**src/rtl/core/minv_pkg.sv**
```systemverilog
`timescale 1ns / 1ps
// ----------------------------------------------------------------------------
// minv_pkg
// types, widths and cofactor index tables for the 3x3 inverse pipeline
// ----------------------------------------------------------------------------
package minv_pkg;

    localparam int IW     = 20;   // input element, signed Q3.16
    localparam int PW     = 40;   // element product
    localparam int AW     = 41;   // cofactor, signed Q.32
    localparam int NW     = 40;   // cofactor magnitude
    localparam int DW     = 61;   // determinant, signed Q.48
    localparam int DMW    = 60;   // determinant magnitude
    localparam int OW     = 32;   // result element, signed Q15.16
    localparam int QW     = 33;   // quotient bits kept
    localparam int NLANE  = 9;
    localparam int QSTEPS = 32;

    localparam int ST_FRONT = 2;
    localparam int ST_DET   = 4;
    localparam int ST_DIV   = QSTEPS + 1;
    localparam int ST_OUT   = 1;
    localparam int NSTG     = ST_FRONT + ST_DET + ST_DIV + ST_OUT;

    // cofactor k = a[CF_A]*a[CF_B] - a[CF_C]*a[CF_D], element index row*3+col
    localparam logic [3:0] CF_A [NLANE] = '{4'd4, 4'd7, 4'd1, 4'd6, 4'd0, 4'd3, 4'd3, 4'd6, 4'd0};
    localparam logic [3:0] CF_B [NLANE] = '{4'd8, 4'd2, 4'd5, 4'd5, 4'd8, 4'd2, 4'd7, 4'd1, 4'd4};
    localparam logic [3:0] CF_C [NLANE] = '{4'd7, 4'd1, 4'd4, 4'd3, 4'd6, 4'd0, 4'd6, 4'd0, 4'd3};
    localparam logic [3:0] CF_D [NLANE] = '{4'd5, 4'd8, 4'd2, 4'd8, 4'd2, 4'd5, 4'd4, 4'd7, 4'd1};

    typedef logic signed [IW-1:0] elem_t;
    typedef logic signed [AW-1:0] adj_t;
    typedef logic signed [OW-1:0] res_t;

    typedef struct packed {
        elem_t m00;
        elem_t m01;
        elem_t m02;
        elem_t m10;
        elem_t m11;
        elem_t m12;
        elem_t m20;
        elem_t m21;
        elem_t m22;
    } req_t;

    typedef struct packed {
        res_t r00;
        res_t r01;
        res_t r02;
        res_t r10;
        res_t r11;
        res_t r12;
        res_t r20;
        res_t r21;
        res_t r22;
        logic singular;
        logic clipped;
    } rsp_t;

endpackage

```
**src/rtl/core/minv_out.sv**
```systemverilog
`timescale 1ns / 1ps
// ----------------------------------------------------------------------------
// minv_out
// sign, saturation and singular handling into the output word register
// ----------------------------------------------------------------------------
module minv_out
(
    input  logic                                  clk,
    input  logic                                  en,
    input  logic [minv_pkg::QW-1:0]               quo [minv_pkg::NLANE],
    input  logic [minv_pkg::NLANE-1:0]            huge,
    input  logic [minv_pkg::NLANE-1:0]            qneg,
    input  logic                                  qzero,
    output minv_pkg::rsp_t                        rsp
);
    import minv_pkg::*;

    localparam logic [QW-1:0] POS_LIM = QW'({1'b0, {(OW-1){1'b1}}});
    localparam logic [QW-1:0] NEG_LIM = QW'({1'b1, {(OW-1){1'b0}}});
    localparam res_t          SAT_P   = {1'b0, {(OW-1){1'b1}}};
    localparam res_t          SAT_N   = {1'b1, {(OW-1){1'b0}}};

    res_t             val [NLANE];
    logic [NLANE-1:0] sat;
    rsp_t             rsp_next;
    rsp_t             rsp_reg;

    for (genvar i = 0; i < NLANE; i++)
    begin : g_lane
        always_comb
        begin
            if (qneg[i])
            begin
                sat[i] = huge[i] || (quo[i] > NEG_LIM);
                val[i] = sat[i] ? SAT_N : OW'(-quo[i]);
            end
            else
            begin
                sat[i] = huge[i] || (quo[i] > POS_LIM);
                val[i] = sat[i] ? SAT_P : OW'(quo[i]);
            end
        end
    end

    always_comb
    begin
        rsp_next.r00      = qzero ? '0 : val[0];
        rsp_next.r01      = qzero ? '0 : val[1];
        rsp_next.r02      = qzero ? '0 : val[2];
        rsp_next.r10      = qzero ? '0 : val[3];
        rsp_next.r11      = qzero ? '0 : val[4];
        rsp_next.r12      = qzero ? '0 : val[5];
        rsp_next.r20      = qzero ? '0 : val[6];
        rsp_next.r21      = qzero ? '0 : val[7];
        rsp_next.r22      = qzero ? '0 : val[8];
        rsp_next.singular = qzero;
        rsp_next.clipped  = !qzero && (|sat);
    end

    always_ff @(posedge clk)
    begin
        if (en)
        begin
            rsp_reg <= rsp_next;
        end
    end

    assign rsp = rsp_reg;

endmodule

```
**config.mk**
```make
export PLATFORM = sky130hd
export DESIGN_NAME = minv_out
export DESIGN_NICKNAME = d
export VERILOG_FILES = /design/src/rtl/core/minv_pkg.sv /design/src/rtl/core/minv_out.sv
export SDC_FILE = /design/constraint.sdc
export NUM_CORES = 1
export LEC_CHECK = 0
export ABC_AREA = 0
export BUFFER_PORTS_ARGS = -buffer_cell sky130_fd_sc_hd__buf_2
export CORE_AREA = 2 2 234 236
export CTS_CLUSTER_DIAMETER = 120
export DETAILED_ROUTE_END_ITERATION = 12
export DIE_AREA = 0 0 236 238
export GPL_TIMING_DRIVEN = 0
export PLACE_DENSITY_LB_ADDON = 0.2
export SLEW_MARGIN = 20
export SYNTH_ARGS = -nofsm -noshare
export SYNTH_HDL_FRONTEND = slang
export SYNTH_SLANG_ARGS = --single-unit
export TNS_END_PERCENT = 10
```
**constraint.sdc**
```tcl
create_clock -name clk -period 5.3 [get_ports clk]
set_input_delay 0.53 -clock clk [delete_from_list [all_inputs] [get_ports clk]]
set_output_delay 0.53 -clock clk [all_outputs]
set_load 0.03 [all_outputs]
```
==> results of run 1 <==
## kinds of logic after synthesis
group | after synthesis
adder cells (fa/ha/maj) | 18
multiplexers | 3
AO/OA/AOI/OAI | 712
XOR/XNOR | 8
flip-flops | 290
buffers and inverters | 198
AND/OR/NAND/NOR | 1052
## synth_stat cells, types with 38 or more instances
cell type	instances	area, µm²
sky130_fd_sc_hd__nor3_1	120	601
sky130_fd_sc_hd__nor4_1	61	382
sky130_fd_sc_hd__nand3_1	38	190
sky130_fd_sc_hd__nand2_1	200	751
sky130_fd_sc_hd__nand3b_1	38	285
sky130_fd_sc_hd__nor2_1	233	875
sky130_fd_sc_hd__nand4_1	77	482
sky130_fd_sc_hd__o31ai_1	48	360
sky130_fd_sc_hd__a31oi_1	139	870
sky130_fd_sc_hd__clkbuf_1	136	510
sky130_fd_sc_hd__edfxtp_1	290	8710
sky130_fd_sc_hd__inv_1	50	188
sky130_fd_sc_hd__a21oi_1	141	706
sky130_fd_sc_hd__or3_1	110	688
sky130_fd_sc_hd__o21ai_0	188	941
## per-layer routing
metal  share of wire (%)  wire (µm)  global-route usage, %
met1                  40      36800                   40.6
met2                  47      43400                   51.8
met3                 9.5       8830                   7.59
met4                 4.0       3690                   12.9
met5                0.13        118                      0
## through the flow
| stage | setup slack, ps | instance area, µm² | cells | util (%) |
|---|---|---|---|---|
| after CTS | 1910 | 25000 | 3631 | 46.7 |
| final | 1760 | 25000 | 3652 | 46.8 |
| after global routing | 1520 | 25000 | 3645 | 46.8 |
| after detailed placement | 1340 | 23900 | 3569 | 44.6 |
| after floorplan | 2250 | 19900 | 2281 | - |
| after global placement | -450 | 23800 | 3566 | 44.4 |
## layout make-up
type | instances | area, µm²
multi-input cells | 1793 | 10500
inverters | 53 | 199
repair buffers | 592 | 3040
clock buffers | 47 | 963
flip-flops and latches | 290 | 8710
plain buffers | 145 | 561
clock inverters | 15 | 173
well taps | 696 | 871
diodes | 21 | 52.6
fillers | 5315 | 28400
## power by group
part           leakage (nW)  switching (mW)  internal (mW)
Sequential             2.80          0.0669           2.77
Combinational          5.60            1.20          0.431
Clock                 0.556           0.980           1.47
## placed cells by master (no fill, tap or decap), types with 12 or more instances in the layout
cell type | synthesis | final
sky130_fd_sc_hd__a211oi_1 | 18 | 18
sky130_fd_sc_hd__a21o_1 | 28 | 28
sky130_fd_sc_hd__a21oi_1 | 141 | 141
sky130_fd_sc_hd__a221oi_1 | 13 | 13
sky130_fd_sc_hd__a22oi_1 | 16 | 16
sky130_fd_sc_hd__a311oi_1 | 18 | 18
sky130_fd_sc_hd__a31oi_1 | 139 | 139
sky130_fd_sc_hd__and3_1 | 12 | 12
sky130_fd_sc_hd__buf_2 | 5 | 593
sky130_fd_sc_hd__clkbuf_1 | 136 | 144
sky130_fd_sc_hd__clkbuf_16 | 0 | 37
sky130_fd_sc_hd__diode_2 | 0 | 21
sky130_fd_sc_hd__edfxtp_1 | 290 | 290
sky130_fd_sc_hd__ha_1 | 18 | 18
sky130_fd_sc_hd__inv_1 | 50 | 50
sky130_fd_sc_hd__nand2_1 | 200 | 200
sky130_fd_sc_hd__nand2b_1 | 15 | 15
sky130_fd_sc_hd__nand3_1 | 38 | 38
sky130_fd_sc_hd__nand3b_1 | 38 | 38
sky130_fd_sc_hd__nand4_1 | 77 | 77
sky130_fd_sc_hd__nand4b_1 | 21 | 21
sky130_fd_sc_hd__nor2_1 | 233 | 233
sky130_fd_sc_hd__nor3_1 | 120 | 120
sky130_fd_sc_hd__nor4_1 | 61 | 61
sky130_fd_sc_hd__o21ai_0 | 188 | 188
sky130_fd_sc_hd__o311ai_0 | 17 | 17
sky130_fd_sc_hd__o31ai_1 | 48 | 48
sky130_fd_sc_hd__o41ai_1 | 26 | 26
sky130_fd_sc_hd__or2_2 | 32 | 32
sky130_fd_sc_hd__or3_1 | 110 | 110
sky130_fd_sc_hd__or4_1 | 30 | 30
## worst max path at each step
stage / end / slack (ps) / cells after the start
floorplan: rsp[0]$_DFFE_PP_ / 2250 / 7
global placement: rsp[129]$_SDFFCE_PP0P_ / -450 / 1
detailed placement: rsp[7]$_SDFFCE_PP0P_ / 1340 / 11
CTS: rsp[7]$_SDFFCE_PP0P_ / 1910 / 11
global route: rsp[30]$_SDFFCE_PP0P_ / 1520 / 11
finish: rsp[17]$_SDFFCE_PP0P_ / 1760 / 11
==> summary.md, run 1 <==
| Metric | Value |
|---|---|
| Outcome | finished, final reports clean |
| Max-cap violation count | 0 |
| FP Rows | 85 |
| Yosys cell types | 76 |
| Worst hold path cell count | 1 |
| Root Buffer | sky130_fd_sc_hd__clkbuf_16 |
| Post-CTS Setup Bufs | 0 |
| Fraction of synthesis flops using an asynchronous set or reset pin | 0% |
| Dominant combinational cell family by area after synthesis | simple AND/OR/NAND/NOR gates |
| Power, Total | 6.91 mW |
| Worst min-delay path startpoint | qzero |
| Syn Area/Cell | 8.74 µm² |
| Synthesized netlist net count | 2617 |
| Final Hold Slack | 268 ps |
| Setup repair after global routing missed its margin | false |
| Cell family with the largest share of critical-path delay | simple AND/OR/NAND/NOR gates |
| Slew Viols, Final | 0 |
| Largest net degree at the start of global routing | 109 |
| Hold path endpoint | rsp[1]$_DFFE_PP_ |
| Top-level port count | 608 |
| Final TNS setup | 0 ps |
| Residual overflow from global routing | 0 |
| Critical path launch point | quo[0] |
| Post-Syn Instances | 2281 |
| Path category of the worst min-delay check | in2reg |
| Clock tree from TritonCTS | done |
| Worst path slowest cell | sky130_fd_sc_hd__nor2_1 |
| Nets | 3247 |
| Full die area | 56200 µm² |
| Via total after detailed routing | 22600 |
| Cells along the critical path | buf_2 > inv_1 > ha_1 > nor4b_1 > nand2_1 > and4bb_2 > a31oi_1 > nor2_1 > clkbuf_1 > a22oi_1 > o21ai_0 |
| CP Data Required Time | 5690 ps |
| Placer congestion estimate | 0.964 |
| First-pass iteration count of the detailed router | 7 |
| Starting utilization of the core area | 37.3% |
| Yosys warnings | 0 |
| Xor and xnor area share after synthesis | 0.351% |
| Pwr/cell area | 276 nW/µm² |
| Sinks on the clock net | 290 |
| Number of endpoints failing setup at the final stage | 0 |
| Total detailed-routing wirelength | 92900 µm |
| Total CTS buffers | 36 |
| Final routed wire length divided by cell count | 25.4 µm |
| Tot GR Track Use | 31.8% |
| Kind of launch point of the worst setup path | input pin |
| Proportion of layout cells with a drive suffix above 1 | 24.2% |
| Post-synthesis simple-gate area fraction | 28.2% |
| Number of antenna violations at the first check in global routing | 29 |
| Crit Path Max Fanout | 10 |
| Maximum vdd drop | 0.233 mV |
| Count of port buffers added during placement | 589 |
| Routed Antenna Nets | 0 |
| Share of synthesized cell area in full adder, half adder and majority cells | 1.13% |
| Actual slew at the worst max-slew pin | 1110 ps |
| Sort of element at the end of the critical path | flip-flop |
| DPL Wire Length | 71300 µm |
| Primary flip-flop cell chosen by synthesis mapping | sky130_fd_sc_hd__edfxtp_1 |
| Level count of the clock H-tree | 2 |
| Synthesis-to-finish area growth | 25.6% |
| Highest Clock Rate | 0.282 GHz |
| CTS hold repair buffers | 0 |
| Slew Limit Headroom | 26.3% |
| Area fraction in compound gates after synthesis | 22.7% |
| Mux cell area share after synthesis | 0.157% |
| Vias in the first global route | 21200 |
| Final Hold Violating Endpoints | 0 |
| First-pass GRT wire length | 136000 µm |
| DRC viols | 0 |
| Flip-flop count of the largest register after layout | 290 |
| CP Data Arrival Time | 3930 ps |
| Horizontal extent of the die | 236 µm |
| Number of enable-type register cells in the synthesized netlist | 290 |
| Number of violations reported at the end of detailed-routing iteration 0 | 2319 |
| Post-synthesis sequential element count | 290 |
| Number of buffers on the longest clock path | 3 |
| Core ar. | 53500 µm² |
| Die boundary height | 238 µm |
| Final clock period utilization by the worst path | 66.8% |
| Cell area after synthesis | 19900 µm² |
| Delay of the slowest critical-path stage | 640 ps |
| Reg clk slew, reported paths | 50 ps |
| Number of gates resized after cts | 0 |
| Final critical delay including setup and external delays | 3540 ps |
| Sequential area share after synthesis | 43.7% |
| Crit Path Class | in2reg |
| Critical path buffers and inverters | 3 |
| Post-detailed-route via-to-cell ratio | 6.18 |
| Static leakage | 8.96 nW |
Power figures use the tool's default switching activity.
==> run 2: changes to the inputs <==
--- a/config.mk
+++ b/config.mk
@@ -7,10 +7,10 @@
 export LEC_CHECK = 0
 export ABC_AREA = 0
 export BUFFER_PORTS_ARGS = -buffer_cell sky130_fd_sc_hd__buf_2
-export CORE_AREA = 2 2 234 236
+export CORE_AREA = 2 2 235 237
 export CTS_CLUSTER_DIAMETER = 120
 export DETAILED_ROUTE_END_ITERATION = 12
-export DIE_AREA = 0 0 236 238
+export DIE_AREA = 0 0 237 239
 export GPL_TIMING_DRIVEN = 0
 export PLACE_DENSITY_LB_ADDON = 0.2
 export SLEW_MARGIN = 20
==> constraint.sdc (replaced) <==
create_clock -name clk -period 3.5 [get_ports clk]
set_input_delay 0.35 -clock clk [delete_from_list [all_inputs] [get_ports clk]]
set_output_delay 0.35 -clock clk [all_outputs]
set_load 0.03 [all_outputs]
==> run 2 against run 1 <==
Compared with the run above:
- flip-flop and latch count unchanged
- critical path depth down 1
- via count increased by 0.35%
- routed wire length increased by 0.35%
- sequential power rose by 52%
- utilization down 0.33 points
- largest power group unchanged
- non-clock buffer count stayed put
- worst setup slack worse by 1400 ps
- sequential share of layout area decreased by 0.30 points
- die area is 0.85% higher
- combinational power up 52%
==> summary.md, run 2 (synthesized netlist as in run 1, its figures left out) <==
| Metric | Value |
|---|---|
| Outcome | finished, final reports clean |
| Residual overflow from global routing | 0 (unchanged) |
| Switch share | 31.9% (-0.57 points) |
| Via total after detailed routing | 22700 (+0.35%) |
| First-pass iteration count of the detailed router | 7 (unchanged) |
| Tot GR Track Use | 31.5% (-0.31 points) |
| Flip-flop count of the largest register after layout | 290 (unchanged) |
| Total detailed-routing wirelength | 93200 µm (+0.35%) |
| Area of placed instances | 23900 µm² (about the same) |
| Number of buffers on the longest clock path | 3 (unchanged) |
| Number of antenna violations at the first check in global routing | 31 (+6.9%) |
| Full die area | 56600 µm² (+0.85%) |
| Highest Clock Rate | 0.316 GHz |
| Reg clk slew, reported paths | 60 ps (about the same) |
| Post-detailed-route via-to-cell ratio | 6.18 (about the same) |
| Routed Antenna Nets | 0 (unchanged) |
| Final Hold Slack | 87.5 ps (-181 ps) |
| Fraction of power consumed by the clock network | 38.5% (+3.0 points) |
| Max-cap violation count | 0 (unchanged) |
| Nets | 3249 (+0.062%) |
| Slew Viols, Final | 0 (unchanged) |
| Sort of element at the end of the critical path | flip-flop |
| Delay of the slowest critical-path stage | 610 ps (-30 ps) |
| CP Data Required Time | 3840 ps (-1850 ps) |
| Setup repair after global routing missed its margin | false |
| Total CTS buffers | 38 (+5.6%) |
| Highest-count cells in the layout ignoring fill and taps | 593 x sky130_fd_sc_hd__buf_2, 290 x sky130_fd_sc_hd__edfxtp_1, 232 x sky130_fd_sc_hd__nor2_1 |
| Die boundary height | 239 µm (+0.42%) |
| Number of violations reported at the end of detailed-routing iteration 0 | 2230 (-3.8%) |
| Combinational fraction of design power | 22.5% (-1.1 points) |
| CP Data Arrival Time | 3510 ps (-420 ps) |
| Number of endpoints failing setup at the final stage | 0 (unchanged) |
| Final Hold Violating Endpoints | 0 (unchanged) |
| Horizontal extent of the die | 237 µm (+0.42%) |
| Clock tree from TritonCTS | done |
| Final TNS setup | 0 ps (unchanged) |
| P_int | 7.49 mW (+60%) |
| Root Buffer | sky130_fd_sc_hd__clkbuf_16 |
| Path category of the worst min-delay check | in2reg |
| Cells along the critical path | buf_2 > inv_1 > ha_1 > nor4b_1 > nand4_1 > nor4bb_1 > o21ai_0 > nand2_1 > nand2_1 > a311oi_1 |
| Maximum vdd drop | 0.315 mV (+35%) |
| Final clock period utilization by the worst path | 90.5% |
| Top-level port count | 608 (unchanged) |
| Synthesis-to-finish area growth | 26.7% |
| Fin area | 25300 µm² (+0.87%) |
| Final routed wire length divided by cell count | 25.4 µm (about the same) |
| Slew Limit Headroom | 25.2% (-1.1 points) |
| Crit Path Class | in2reg |
| Commonest non-fill, non-tap cell in the layout | sky130_fd_sc_hd__buf_2 |
| Crit Path Max Fanout | 10 (unchanged) |
| DRC viols | 0 (unchanged) |
| Proportion of power drawn by flip-flops and latches | 39.1% (-1.9 points) |
| Static leakage | 9.07 nW (+1.2%) |
| Worst path slowest cell | sky130_fd_sc_hd__nor4bb_1 |
| Sinks on the clock net | 290 (unchanged) |
| Count of port buffers added during placement | 589 (unchanged) |
| Largest net degree at the start of global routing | 96 (-12%) |
| CTS hold repair buffers | 0 (unchanged) |
| Placer congestion estimate | 0.968 (+0.37%) |
| FP Rows | 86 (+1.2%) |
| Level count of the clock H-tree | 2 (unchanged) |
| Proportion of layout cells with a drive suffix above 1 | 24.5% (+0.35 points) |
| First-pass GRT wire length | 135000 µm (-0.63%) |
| Cell seen most often among critical-path stages | sky130_fd_sc_hd__nand2_1 |
| Actual slew at the worst max-slew pin | 1120 ps (+13.9 ps) |
| Kind of launch point of the worst setup path | input pin |
| Final critical delay including setup and external delays | 3170 ps |
| Starting utilization of the core area | 36.7% (-0.58 points) |
| DPL Wire Length | 71800 µm (+0.64%) |
| Power spent charging and discharging nets | 3.51 mW (+56%) |
| Core ar. | 54300 µm² (+1.6%) |
| Pwr/cell area | 435 nW/µm² (+58%) |
| Vias in the first global route | 21000 (-0.87%) |
## run 2: timing repair
item                       in CTS  in global routing
buffers inserted                0                  0
setup endpoints to repair       0                  8
hold endpoints to repair        0                  0
resized for setup               0                  2
## run 2: per-layer routing
metal  GRT usage (%)  share of wire, %
met5               0              0.18
met2            51.5                47
met1            39.9                39
met3            8.04                10
met4            12.4               3.7
## run 2: area by class of cell
cell class	count	area (µm²)
clock inverter	23	297
buffer	145	561
antenna	18	45.0
sequential	290	8710
multi-input combinational	1793	10500
timing repair buffer	592	3040
clock buffer	46	1040
inverter	53	199
tap	704	881
fill	5448	29100
## run 2: through the flow
| step | worst slack, ps | power (mW) | cells | utilization, % |
|---|---|---|---|---|
| floorplan | 628 | 5.65 | 2281 | - |
| global placement | -2070 | 6.81 | 3574 | 43.7 |
| detailed placement | -257 | 6.80 | 3577 | 43.9 |
| CTS | 313 | 11.1 | 3646 | 46.4 |
| global route | 123 | 11.4 | 3661 | 46.5 |
| finish | 331 | 11.0 | 3664 | 46.5 |
## run 2: power by group through the flow
stage,clock [mW],sequential [mW],combinational [mW]
finish,4.23,4.29,2.47
global placement,0,4.39,2.41
global route,4.44,4.32,2.62
CTS,4.31,4.30,2.45
floorplan,0,4.98,0.669
detailed placement,0,4.36,2.44
## run 2: worst max-delay path: cells and delay by family
| kind | cells | cell delay, ps |
|---|---|---|
| buf+inv | 2 | 210 |
| compound gates | 2 | 760 |
| simple gates | 5 | 1940 |
| fa+ha+maj | 1 | 250 |
## run 2: path summary, 6_finish.rpt
check,startpoint,to,depth (start not counted)
setup / recovery,quo[199],rsp[197]$_SDFFCE_PP0P_,10
hold / removal,qzero,rsp[1]$_DFFE_PP_,1
